$ cat src/hdl/mtf_word_index_decoder_macros.svh
// Assertion macros shared by the decoder modules.
`ifndef MTF_WORD_INDEX_DECODER_MACROS_SVH
`define MTF_WORD_INDEX_DECODER_MACROS_SVH
`ifndef SYNTHESIS
`define MTF_ASSERT(label, clk, rst_n, ante, cons) \
    label: assert property (@(posedge clk) disable iff (!rst_n) (ante) |-> (cons)) \
        else $error("mtf decoder assertion failed");
`define MTF_ASSERT_NEXT(label, clk, rst_n, ante, cons) \
    label: assert property (@(posedge clk) disable iff (!rst_n) (ante) |=> (cons)) \
        else $error("mtf decoder assertion failed");
`else
`define MTF_ASSERT(label, clk, rst_n, ante, cons)
`define MTF_ASSERT_NEXT(label, clk, rst_n, ante, cons)
`endif
`endif

$ cat src/hdl/mtf_pkg.sv
package mtf_pkg;

    localparam int LIST_DEPTH = 256;
    localparam int CNT_W      = $clog2(LIST_DEPTH + 1);
    localparam int ADDR_W     = $clog2(LIST_DEPTH);
    localparam int BYTE_W     = 8;
    localparam int ORD_W      = 8;
    localparam int IDX_W      = 17;
    localparam int KIND_W     = 2;

    localparam int Q_DEPTH = 4;
    localparam int Q_PTR_W = $clog2(Q_DEPTH);

    // byte coding
    localparam int BYTE_NL       = 10;
    localparam int BYTE_TEXT_END = 128;
    localparam int SHORT_BASE    = 129;
    localparam int ESC_SHORT     = 249;
    localparam int ESC_LONG      = 250;
    localparam int SHORT_ESC_OFS = 120;
    localparam int LONG_ESC_OFS  = 375;

    typedef enum logic [KIND_W-1:0] {
        KIND_NEWLINE = 2'd0,
        KIND_NEW     = 2'd1,
        KIND_REPEAT  = 2'd2,
        KIND_FULL    = 2'd3
    } t_kind;

    typedef struct packed {
        logic             clr;
        logic             newline;
        logic [IDX_W-1:0] idx;
    } t_token;

endpackage

$ cat src/hdl/mtf_word_index_decoder.sv
// Move-to-front word index decoder: bytes in, newline / word tokens out.
// Front parser takes one byte per cycle while the 4-deep token queue is not full, and pushes its tokens there.
// Back end per token: newline, list-full and first new word go straight to the output register;
// a repeat first reads its entry (ST_RDSEL), and a repeat at index k>0 or a new word with n>0 listed
// then shifts the list memory one entry per cycle (ST_SHIFT) and writes the front entry (ST_FRONT).
// Reset (i_rst_n low, synchronous) empties the queue, parser and list.
module mtf_word_index_decoder (
    input  logic                              i_clk,
    input  logic                              i_rst_n,
    input  logic                              i_in_valid,
    output logic                              o_in_ready,
    input  logic [mtf_pkg::BYTE_W-1:0]        i_data_byte,
    input  logic                              i_stream_start,
    output logic                              o_out_valid,
    input  logic                              i_out_ready,
    output logic [mtf_pkg::KIND_W-1:0]        o_token_kind,
    output logic [mtf_pkg::ORD_W-1:0]         o_word_ordinal,
    output logic [mtf_pkg::IDX_W-1:0]         o_code_index
);
    import mtf_pkg::*;

    t_token  push_tok, head_tok;
    logic    push, pop, q_empty, q_full;

    mtf_front u_front (
        .i_clk          (i_clk),
        .i_rst_n        (i_rst_n),
        .i_valid        (i_in_valid),
        .o_ready        (o_in_ready),
        .i_data_byte    (i_data_byte),
        .i_stream_start (i_stream_start),
        .o_push         (push),
        .o_token        (push_tok),
        .i_full         (q_full)
    );

    mtf_queue u_queue (
        .i_clk   (i_clk),
        .i_rst_n (i_rst_n),
        .i_push  (push),
        .i_token (push_tok),
        .i_pop   (pop),
        .o_head  (head_tok),
        .o_empty (q_empty),
        .o_full  (q_full)
    );

    mtf_back u_back (
        .i_clk          (i_clk),
        .i_rst_n        (i_rst_n),
        .i_head         (head_tok),
        .i_empty        (q_empty),
        .o_pop          (pop),
        .o_valid        (o_out_valid),
        .i_ready        (i_out_ready),
        .o_token_kind   (o_token_kind),
        .o_word_ordinal (o_word_ordinal),
        .o_code_index   (o_code_index)
    );

endmodule

$ cat src/hdl/mtf_front.sv
module mtf_front (
    input  logic                         i_clk,
    input  logic                         i_rst_n,
    input  logic                         i_valid,
    output logic                         o_ready,
    input  logic [mtf_pkg::BYTE_W-1:0]   i_data_byte,
    input  logic                         i_stream_start,
    output logic                         o_push,
    output mtf_pkg::t_token              o_token,
    input  logic                         i_full
);
    import mtf_pkg::*;

    typedef enum logic [1:0] {
        PH_IDLE,
        PH_SHORT,
        PH_LONG_HI,
        PH_LONG_LO
    } t_phase;

    t_phase              r_phase, n_phase, ph;
    logic [BYTE_W-1:0]   r_hi, n_hi, eh;
    logic                r_pend_clr;
    logic                has_tok;
    logic                accept;
    t_token              tok;

    assign o_ready = !i_full;
    assign accept  = i_valid && o_ready;
    assign o_push  = accept && has_tok;
    assign o_token = tok;

    always_comb begin
        ph          = i_stream_start ? PH_IDLE : r_phase;
        eh          = i_stream_start ? '0 : r_hi;
        n_phase     = ph;
        n_hi        = eh;
        has_tok     = 1'b0;
        tok.clr     = r_pend_clr || i_stream_start;
        tok.newline = 1'b0;
        tok.idx     = '0;
        unique case (ph)
            PH_SHORT: begin
                n_phase = PH_IDLE;
                has_tok = 1'b1;
                tok.idx = IDX_W'(i_data_byte) + IDX_W'(SHORT_ESC_OFS);
            end
            PH_LONG_HI: begin
                n_hi    = i_data_byte;
                n_phase = PH_LONG_LO;
            end
            PH_LONG_LO: begin
                n_phase = PH_IDLE;
                n_hi    = '0;
                has_tok = 1'b1;
                tok.idx = IDX_W'({eh, i_data_byte}) + IDX_W'(LONG_ESC_OFS);
            end
            default: begin
                priority if (i_data_byte == BYTE_W'(BYTE_NL) ||
                             i_data_byte == BYTE_W'(BYTE_TEXT_END)) begin
                    has_tok     = 1'b1;
                    tok.newline = 1'b1;
                end else if (i_data_byte < BYTE_W'(BYTE_TEXT_END)) begin
                    has_tok = 1'b0;
                end else if (i_data_byte == BYTE_W'(ESC_SHORT)) begin
                    n_phase = PH_SHORT;
                end else if (i_data_byte == BYTE_W'(ESC_LONG)) begin
                    n_phase = PH_LONG_HI;
                end else begin
                    has_tok = 1'b1;
                    tok.idx = IDX_W'(i_data_byte) - IDX_W'(SHORT_BASE);
                end
            end
        endcase
    end

    // a stream start with no word of its own rides on the next token
    always_ff @(posedge i_clk) begin
        if (!i_rst_n) begin
            r_phase    <= PH_IDLE;
            r_hi       <= '0;
            r_pend_clr <= 1'b0;
        end else if (accept) begin
            r_phase    <= n_phase;
            r_hi       <= n_hi;
            r_pend_clr <= has_tok ? 1'b0 : (r_pend_clr || i_stream_start);
        end
    end

endmodule

$ cat src/hdl/mtf_queue.sv
module mtf_queue (
    input  logic             i_clk,
    input  logic             i_rst_n,
    input  logic             i_push,
    input  mtf_pkg::t_token  i_token,
    input  logic             i_pop,
    output mtf_pkg::t_token  o_head,
    output logic             o_empty,
    output logic             o_full
);
    import mtf_pkg::*;

`include "mtf_word_index_decoder_macros.svh"

    t_token               r_q [Q_DEPTH];
    logic [Q_PTR_W-1:0]   r_wp, r_rp;
    logic [Q_PTR_W:0]     r_cnt;
    logic                 do_push, do_pop;

    assign o_empty = (r_cnt == '0);
    assign o_full  = (r_cnt == (Q_PTR_W+1)'(Q_DEPTH));
    assign o_head  = r_q[r_rp];
    assign do_push = i_push && !o_full;
    assign do_pop  = i_pop && !o_empty;

    always_ff @(posedge i_clk) begin
        if (do_push) begin
            r_q[r_wp] <= i_token;
        end
    end

    always_ff @(posedge i_clk) begin
        if (!i_rst_n) begin
            r_wp  <= '0;
            r_rp  <= '0;
            r_cnt <= '0;
        end else begin
            if (do_push) begin
                r_wp <= r_wp + 1'b1;
            end
            if (do_pop) begin
                r_rp <= r_rp + 1'b1;
            end
            unique case ({do_push, do_pop})
                2'b10:   r_cnt <= r_cnt + 1'b1;
                2'b01:   r_cnt <= r_cnt - 1'b1;
                default: r_cnt <= r_cnt;
            endcase
        end
    end

    `MTF_ASSERT(a_q_no_overrun, i_clk, i_rst_n, i_push, !o_full)
    `MTF_ASSERT(a_q_cnt_bound, i_clk, i_rst_n, 1'b1, r_cnt <= (Q_PTR_W+1)'(Q_DEPTH))

endmodule

$ cat src/hdl/mtf_back.sv
module mtf_back (
    input  logic                          i_clk,
    input  logic                          i_rst_n,
    input  mtf_pkg::t_token               i_head,
    input  logic                          i_empty,
    output logic                          o_pop,
    output logic                          o_valid,
    input  logic                          i_ready,
    output logic [mtf_pkg::KIND_W-1:0]    o_token_kind,
    output logic [mtf_pkg::ORD_W-1:0]     o_word_ordinal,
    output logic [mtf_pkg::IDX_W-1:0]     o_code_index
);
    import mtf_pkg::*;

`include "mtf_word_index_decoder_macros.svh"

    typedef enum logic [2:0] {
        ST_IDLE,
        ST_RDSEL,
        ST_SHIFT,
        ST_FRONT,
        ST_DONE
    } t_state;

    t_state              r_state;
    logic [CNT_W-1:0]    r_count;
    logic [ADDR_W-1:0]   r_pos;
    logic [ORD_W-1:0]    r_ord;
    logic [KIND_W-1:0]   r_kind;
    logic [IDX_W-1:0]    r_idx;

    logic [ORD_W-1:0]    r_mem [LIST_DEPTH];
    logic [ORD_W-1:0]    r_rdata;
    logic                mem_we, mem_re;
    logic [ADDR_W-1:0]   mem_wa, mem_ra;
    logic [ORD_W-1:0]    mem_wd;

    logic [CNT_W-1:0]    c_eff;
    logic                is_new, is_full;

    assign o_pop   = (r_state == ST_IDLE) && !i_empty;
    assign c_eff   = i_head.clr ? '0 : r_count;
    assign is_new  = i_head.idx >= IDX_W'(c_eff);
    assign is_full = c_eff == CNT_W'(LIST_DEPTH);

    // one read and one write a cycle; the shift walks down from the slot being filled
    always_comb begin
        mem_we = 1'b0;
        mem_re = 1'b0;
        mem_wa = '0;
        mem_ra = '0;
        mem_wd = r_ord;
        unique case (r_state)
            ST_IDLE: begin
                if (o_pop && !i_head.newline) begin
                    if (is_new && !is_full) begin
                        if (c_eff == '0) begin
                            mem_we = 1'b1;
                            mem_wd = ORD_W'(c_eff);
                        end else begin
                            mem_re = 1'b1;
                            mem_ra = ADDR_W'(c_eff - 1'b1);
                        end
                    end else if (!is_new) begin
                        mem_re = 1'b1;
                        mem_ra = ADDR_W'(i_head.idx);
                    end
                end
            end
            ST_RDSEL: begin
                if (r_pos == '0) begin
                    mem_we = 1'b1;
                    mem_wd = r_rdata;
                end else begin
                    mem_re = 1'b1;
                    mem_ra = r_pos - 1'b1;
                end
            end
            ST_SHIFT: begin
                mem_we = 1'b1;
                mem_wa = r_pos;
                mem_wd = r_rdata;
                if (r_pos != ADDR_W'(1)) begin
                    mem_re = 1'b1;
                    mem_ra = r_pos - ADDR_W'(2);
                end
            end
            ST_FRONT: begin
                mem_we = 1'b1;
            end
            default: begin
                mem_we = 1'b0;
            end
        endcase
    end

    always_ff @(posedge i_clk) begin
        if (mem_we) begin
            r_mem[mem_wa] <= mem_wd;
        end
        if (mem_re) begin
            r_rdata <= r_mem[mem_ra];
        end
    end

    always_ff @(posedge i_clk) begin
        if (!i_rst_n) begin
            r_state <= ST_IDLE;
            r_count <= '0;
            o_valid <= 1'b0;
        end else begin
            // a word loaded in ST_DONE replaces the one taken this cycle
            if (o_valid && i_ready && r_state != ST_DONE) begin
                o_valid <= 1'b0;
            end
            unique case (r_state)
                ST_IDLE: begin
                    if (o_pop) begin
                        priority if (i_head.newline) begin
                            r_count <= c_eff;
                            r_kind  <= KIND_NEWLINE;
                            r_idx   <= '0;
                            r_ord   <= '0;
                            r_state <= ST_DONE;
                        end else if (is_new && is_full) begin
                            r_count <= c_eff;
                            r_kind  <= KIND_FULL;
                            r_idx   <= i_head.idx;
                            r_ord   <= '0;
                            r_state <= ST_DONE;
                        end else if (is_new) begin
                            r_kind  <= KIND_NEW;
                            r_idx   <= i_head.idx;
                            r_ord   <= ORD_W'(c_eff);
                            r_count <= c_eff + 1'b1;
                            r_pos   <= ADDR_W'(c_eff);
                            r_state <= (c_eff == '0) ? ST_DONE : ST_SHIFT;
                        end else begin
                            r_count <= c_eff;
                            r_kind  <= KIND_REPEAT;
                            r_idx   <= i_head.idx;
                            r_ord   <= '0;
                            r_pos   <= ADDR_W'(i_head.idx);
                            r_state <= ST_RDSEL;
                        end
                    end
                end
                ST_RDSEL: begin
                    r_ord   <= r_rdata;
                    r_state <= (r_pos == '0) ? ST_DONE : ST_SHIFT;
                end
                ST_SHIFT: begin
                    r_pos <= r_pos - 1'b1;
                    if (r_pos == ADDR_W'(1)) begin
                        r_state <= ST_FRONT;
                    end
                end
                ST_FRONT: begin
                    r_state <= ST_DONE;
                end
                ST_DONE: begin
                    if (!o_valid || i_ready) begin
                        o_valid        <= 1'b1;
                        o_token_kind   <= r_kind;
                        o_word_ordinal <= r_ord;
                        o_code_index   <= r_idx;
                        r_state        <= ST_IDLE;
                    end
                end
                default: begin
                    r_state <= ST_IDLE;
                end
            endcase
        end
    end

    `MTF_ASSERT(a_count_bound, i_clk, i_rst_n, 1'b1, r_count <= CNT_W'(LIST_DEPTH))
    `MTF_ASSERT(a_shift_pos, i_clk, i_rst_n, r_state == ST_SHIFT, r_pos != '0)
    `MTF_ASSERT(a_newline_zero, i_clk, i_rst_n, o_valid && o_token_kind == KIND_NEWLINE, o_word_ordinal == '0 && o_code_index == '0)
    `MTF_ASSERT_NEXT(a_pop_leaves_idle, i_clk, i_rst_n, o_pop, r_state != ST_IDLE)

endmodule

$ cat config.mk
export PLATFORM = sky130hd
export DESIGN_NAME = mtf_word_index_decoder
export DESIGN_NICKNAME = d
export VERILOG_FILES = /design/src/hdl/mtf_pkg.sv /design/src/hdl/mtf_word_index_decoder.sv /design/src/hdl/mtf_front.sv /design/src/hdl/mtf_queue.sv /design/src/hdl/mtf_back.sv
export VERILOG_INCLUDE_DIRS = /design/src /design/src/hdl
export SDC_FILE = /design/constraint.sdc
export NUM_CORES = 2
export LEC_CHECK = 0
export CAP_MARGIN = 20
export CORE_AREA = 2 2 604 606
export DETAILED_ROUTE_END_ITERATION = 6
export DIE_AREA = 0 0 606 608
export DONT_BUFFER_PORTS = 1
export SETUP_SLACK_MARGIN = 0.05
export SLEW_MARGIN = 10
export SYNTH_ARGS = -nofsm -noshare
export SYNTH_HDL_FRONTEND = slang
export SYNTH_SLANG_ARGS = --single-unit
$ cat constraint.sdc
create_clock -name i_clk -period 15.95 [get_ports i_clk]
set_clock_uncertainty 0.2 [all_clocks]
set_input_delay 0 -clock i_clk [delete_from_list [all_inputs] [get_ports i_clk]]
set_output_delay 0 -clock i_clk [all_outputs]
set_load 0.1 [all_outputs]
==> flow_summary.toml <==
[run_status]
status = "finished, final reports clean"

[synthesis]
yosysWarnings = 0
async_flop_share_pct = 0
synthFlopType = "edfxtp_1"
avgSynthCellArea_um2 = 13.3
synth_top_area_share_pct = 73.0
synthCells = 6771
syn_nets = 6811
synth_edf_count = 2194
ys_top_cells_by_count = "edfxtp_1 (2,194), nand2_1 (1,558), nand3_1 (537), a21oi_1 (496), nor2_1 (346)"
yosys.area.top_type = "edfxtp_1"
ys_top_cells_by_area = "edfxtp_1 (73%), nand2_1 (6.5%), nand3_1 (3.0%)"
ys_ff_latch = 2227
synthesis.area_mm2 = 0.0903
synth_cell_types = 85
synth_most_common_cell = "edfxtp_1"
seq_area_frac_synth_pct = 73.7

[pwr]
switching_power_uw = 4180
p_per_area_mw_per_mm2 = 144
p_leak_uw = 0.0333
p_total_uw = 14900
p_int_uw = 10700
power_frac_comb_pct = 14.8
peakVddDrop_mv = 0.286
seq_power_share_pct = 50.1
swShare_pct = 28.1
pwr-share-clk_pct = 35.0

[sta]
rsz0062_at_grt = "no"
fin_crit_ns = 8.79
slew_viol_final = 0
fmax_mhz = 114
tns_ns = 0
slew_headroom_pct = 18.5
setup_viol_count_final = 0
min_period_over_period_pct = 55.1
final_hold_viol_count = 0
worstMarginPinSlew_ns = 1.21

[critical_path]
path_delay_family = "compound AO/OA/AOI/OAI gates"
cp_slowest_cell = "dfxtp_1"
cpPeakStageDelay_ns = 1.01
r2r-end = "u_back.r_rdata[4]"
endpoint_kind = "flop"
cp_max_fo = 115
reg2reg_slack_ns = 7.16
startpoint_type = "flop"
cp.buffers_inverters = 3
path_depth = 18
crit_chain = "mux4_2 > nor2b_1 > inv_1 > ha_1 > a21o_1 > a21oi_1 > o2111ai_4 > a21oi_4 > o211a_4 > buf_12 > buf_4 > nand2_1 > o221ai_1 > a21oi_1 > a21oi_1 > a31oi_1 > o41ai_2 > nor3_1"
endpoint = "u_back.r_rdata[4]"
r2r_cells = 18
arrival_ns = 9.16
crit_type = "flop to flop"
critPathRequiredTime_ns = 16.31
crit_path_frequent_cell = "a21oi_1"

[route]
vias_per_cell = 4.89
antenna_left = 0
wl_mm = 254
dr.pass1.iters = 6
drtIter0Drc = 6736
wl_per_cell_um = 21.7
post-route-drc-count = 0
vias = 57200

[layout]
stdcell_count = 11700
areaGrowthSynthToFinish_pct = 14.3
layout.nets = 6741
multi_input_area_mm2 = 0.0218
fillCellCount = 36200
drive_gt1_share_pct = 7.44
register_area_mm2 = 0.0665

[grt]
grt_overflow_total = 0
grtUsageTotal_pct = 13.3
grt_pass1_wl_mm = 372
grt_pass1_vias = 54900
grt_max_degree = 209
antenna_found_initial = 8

[floorplan]
rows = 221
core_area_mm2 = 0.362
io_pins = 42
die-width_um = 606
die_area_mm2 = 0.368
initial_utilization_pct = 25.0
fp.dieH_um = 608

[cts]
htreeDepth = 4
cts_tree = "built"
clk_latency_ns = 0.89
clkSinkCount = 2227
clockBufferDepth = 3
clkSlewWorstSetupHoldPaths_ns = 0.07
cts-root-buf = "clkbuf_16"
cts_resized = 0
numCtsBuffers = 221
postCtsSetupBuffers = 0

[min_path]
worstHoldStart = "i_data_byte[2]"
hold_class = "input pin to flop"

[run]
drv_cap = 0

[placement]
hpwl_mm = 148
gp_congestion = 0.888
placed_cells = 11200
portBuffers = 0
worst min-delay path by stage:
| stage | end | slack (ns) | depth (start not counted) |
|---|---|---|---|
| floorplan | u_queue.r_cnt[2] | -0.05 | 1 |
| finish | u_queue.r_q[2][2] | 0.10 | 3 |
| detailed placement | u_queue.r_wp[0] | -0.07 | 1 |
| CTS | u_queue.r_q[1][2] | 0.01 | 3 |
| global route | u_queue.r_q[2][2] | 0.13 | 3 |
| global placement | u_back.r_count[2] | -0.07 | 1 |
power by group through the flow:
stage	Sequential [uW]	Combinational [uW]	Clock [uW]
2_1_floorplan	7750	1170	0
5_1_grt	7470	2360	5510
4_1_cts	7460	2210	5280
6_report	7460	2200	5220
3_3_place_gp	7580	2120	0
3_5_place_dp	7580	2190	0
worst register-to-register path: stages (launching register included):
cell	delay (ns)
dfxtp_1	1.01
mux4_2	0.56
nor2b_1	0.26
inv_1	0.13
ha_1	0.31
a21o_1	0.19
a21oi_1	0.31
o2111ai_4	0.23
a21oi_4	0.59
o211a_4	0.86
buf_12	0.59
buf_4	0.84
nand2_1	0.56
o221ai_1	0.38
a21oi_1	0.07
a21oi_1	0.12
a31oi_1	0.23
o41ai_2	0.93
nor3_1	0.16
timing repair:
action,4_1_cts,5_1_grt
setup endpoints to repair,0,0
hold endpoints to repair,171,10
hold buffers,34,1
cells in the final DEF, fill, tap and decap left out, drive strengths merged, types with 11 or more instances in the layout:
| cell type | count |
|---|---|
| edfxtp | 2194 |
| nand2 | 1560 |
| nand3 | 537 |
| a21oi | 497 |
| nor2 | 349 |
| clkbuf | 264 |
| mux2i | 143 |
| a22oi | 143 |
| buf | 116 |
| clkinv | 112 |
| a31oi | 77 |
| o21ai | 76 |
| and3 | 70 |
| a32oi | 61 |
| a221oi | 59 |
| nor2b | 38 |
| inv | 36 |
| dlygate4sd3 | 35 |
| nor3 | 35 |
| dfxtp | 33 |
| o22a | 28 |
| a22o | 27 |
| ha | 26 |
| bufinv | 23 |
| o211ai | 23 |
| mux4 | 19 |
| and2 | 18 |
| o221ai | 18 |
| a211oi | 18 |
| o31ai | 17 |
| nand4 | 16 |
| o41ai | 16 |
| xnor2 | 15 |
| xor2 | 14 |
| a311oi | 14 |
| a221o | 14 |
| o22ai | 11 |
| nor4 | 11 |
kinds of logic after synthesis:
kind of cell	after synthesis	synth area share [%]
AND/OR/NAND/NOR	2680	12.6
flip-flops	2227	73.7
AO/OA/AOI/OAI	1169	8.52
buffers and inverters	475	2.45
multiplexers	163	2.07
XOR/XNOR	29	0.281
adder cells (fa/ha/maj)	28	0.394
per-stage QoR:
| step | instance area (um^2) | utilization [%] | setup slack, ns | hold slack, ns |
|---|---|---|---|---|
| after global routing | 103000 | 28.5 | 6.74 | 0.132 |
| after global placement | 95300 | 26.3 | 6.67 | -0.0714 |
| final | 103000 | 28.5 | 7.16 | 0.105 |
| after detailed placement | 95400 | 26.4 | 7.35 | -0.0683 |
| after floorplan | 90300 | - | 4.18 | -0.0462 |
| after CTS | 103000 | 28.5 | 7.30 | 0.0131 |
metal layers:
layer / GRT usage [%] / wire length, um
met1: 17.9 / 105000
met2: 21.0 / 118000
met3: 2.84 / 22200
met4: 4.95 / 9360
met5: 0 / 0
area by class of cell:
class,count,area share (%)
tap,4794,5.81
clock buffer,264,5.57
timing repair buffer,151,1.37
antenna,2,0.00485
multi-input combinational,4069,21.1
clock inverter,150,1.50
inverter,31,0.113
sequential,2227,64.5
registers in the layout, indices dropped and copies added, names as in the netlist, 9 cells and up, named ones only:
signal               cells
u_back.o_code_index     17
u_back.r_count           9
u_back.r_idx            17
u_back.r_mem          2048
u_queue.r_q             76
Power figures use the tool's default switching activity.
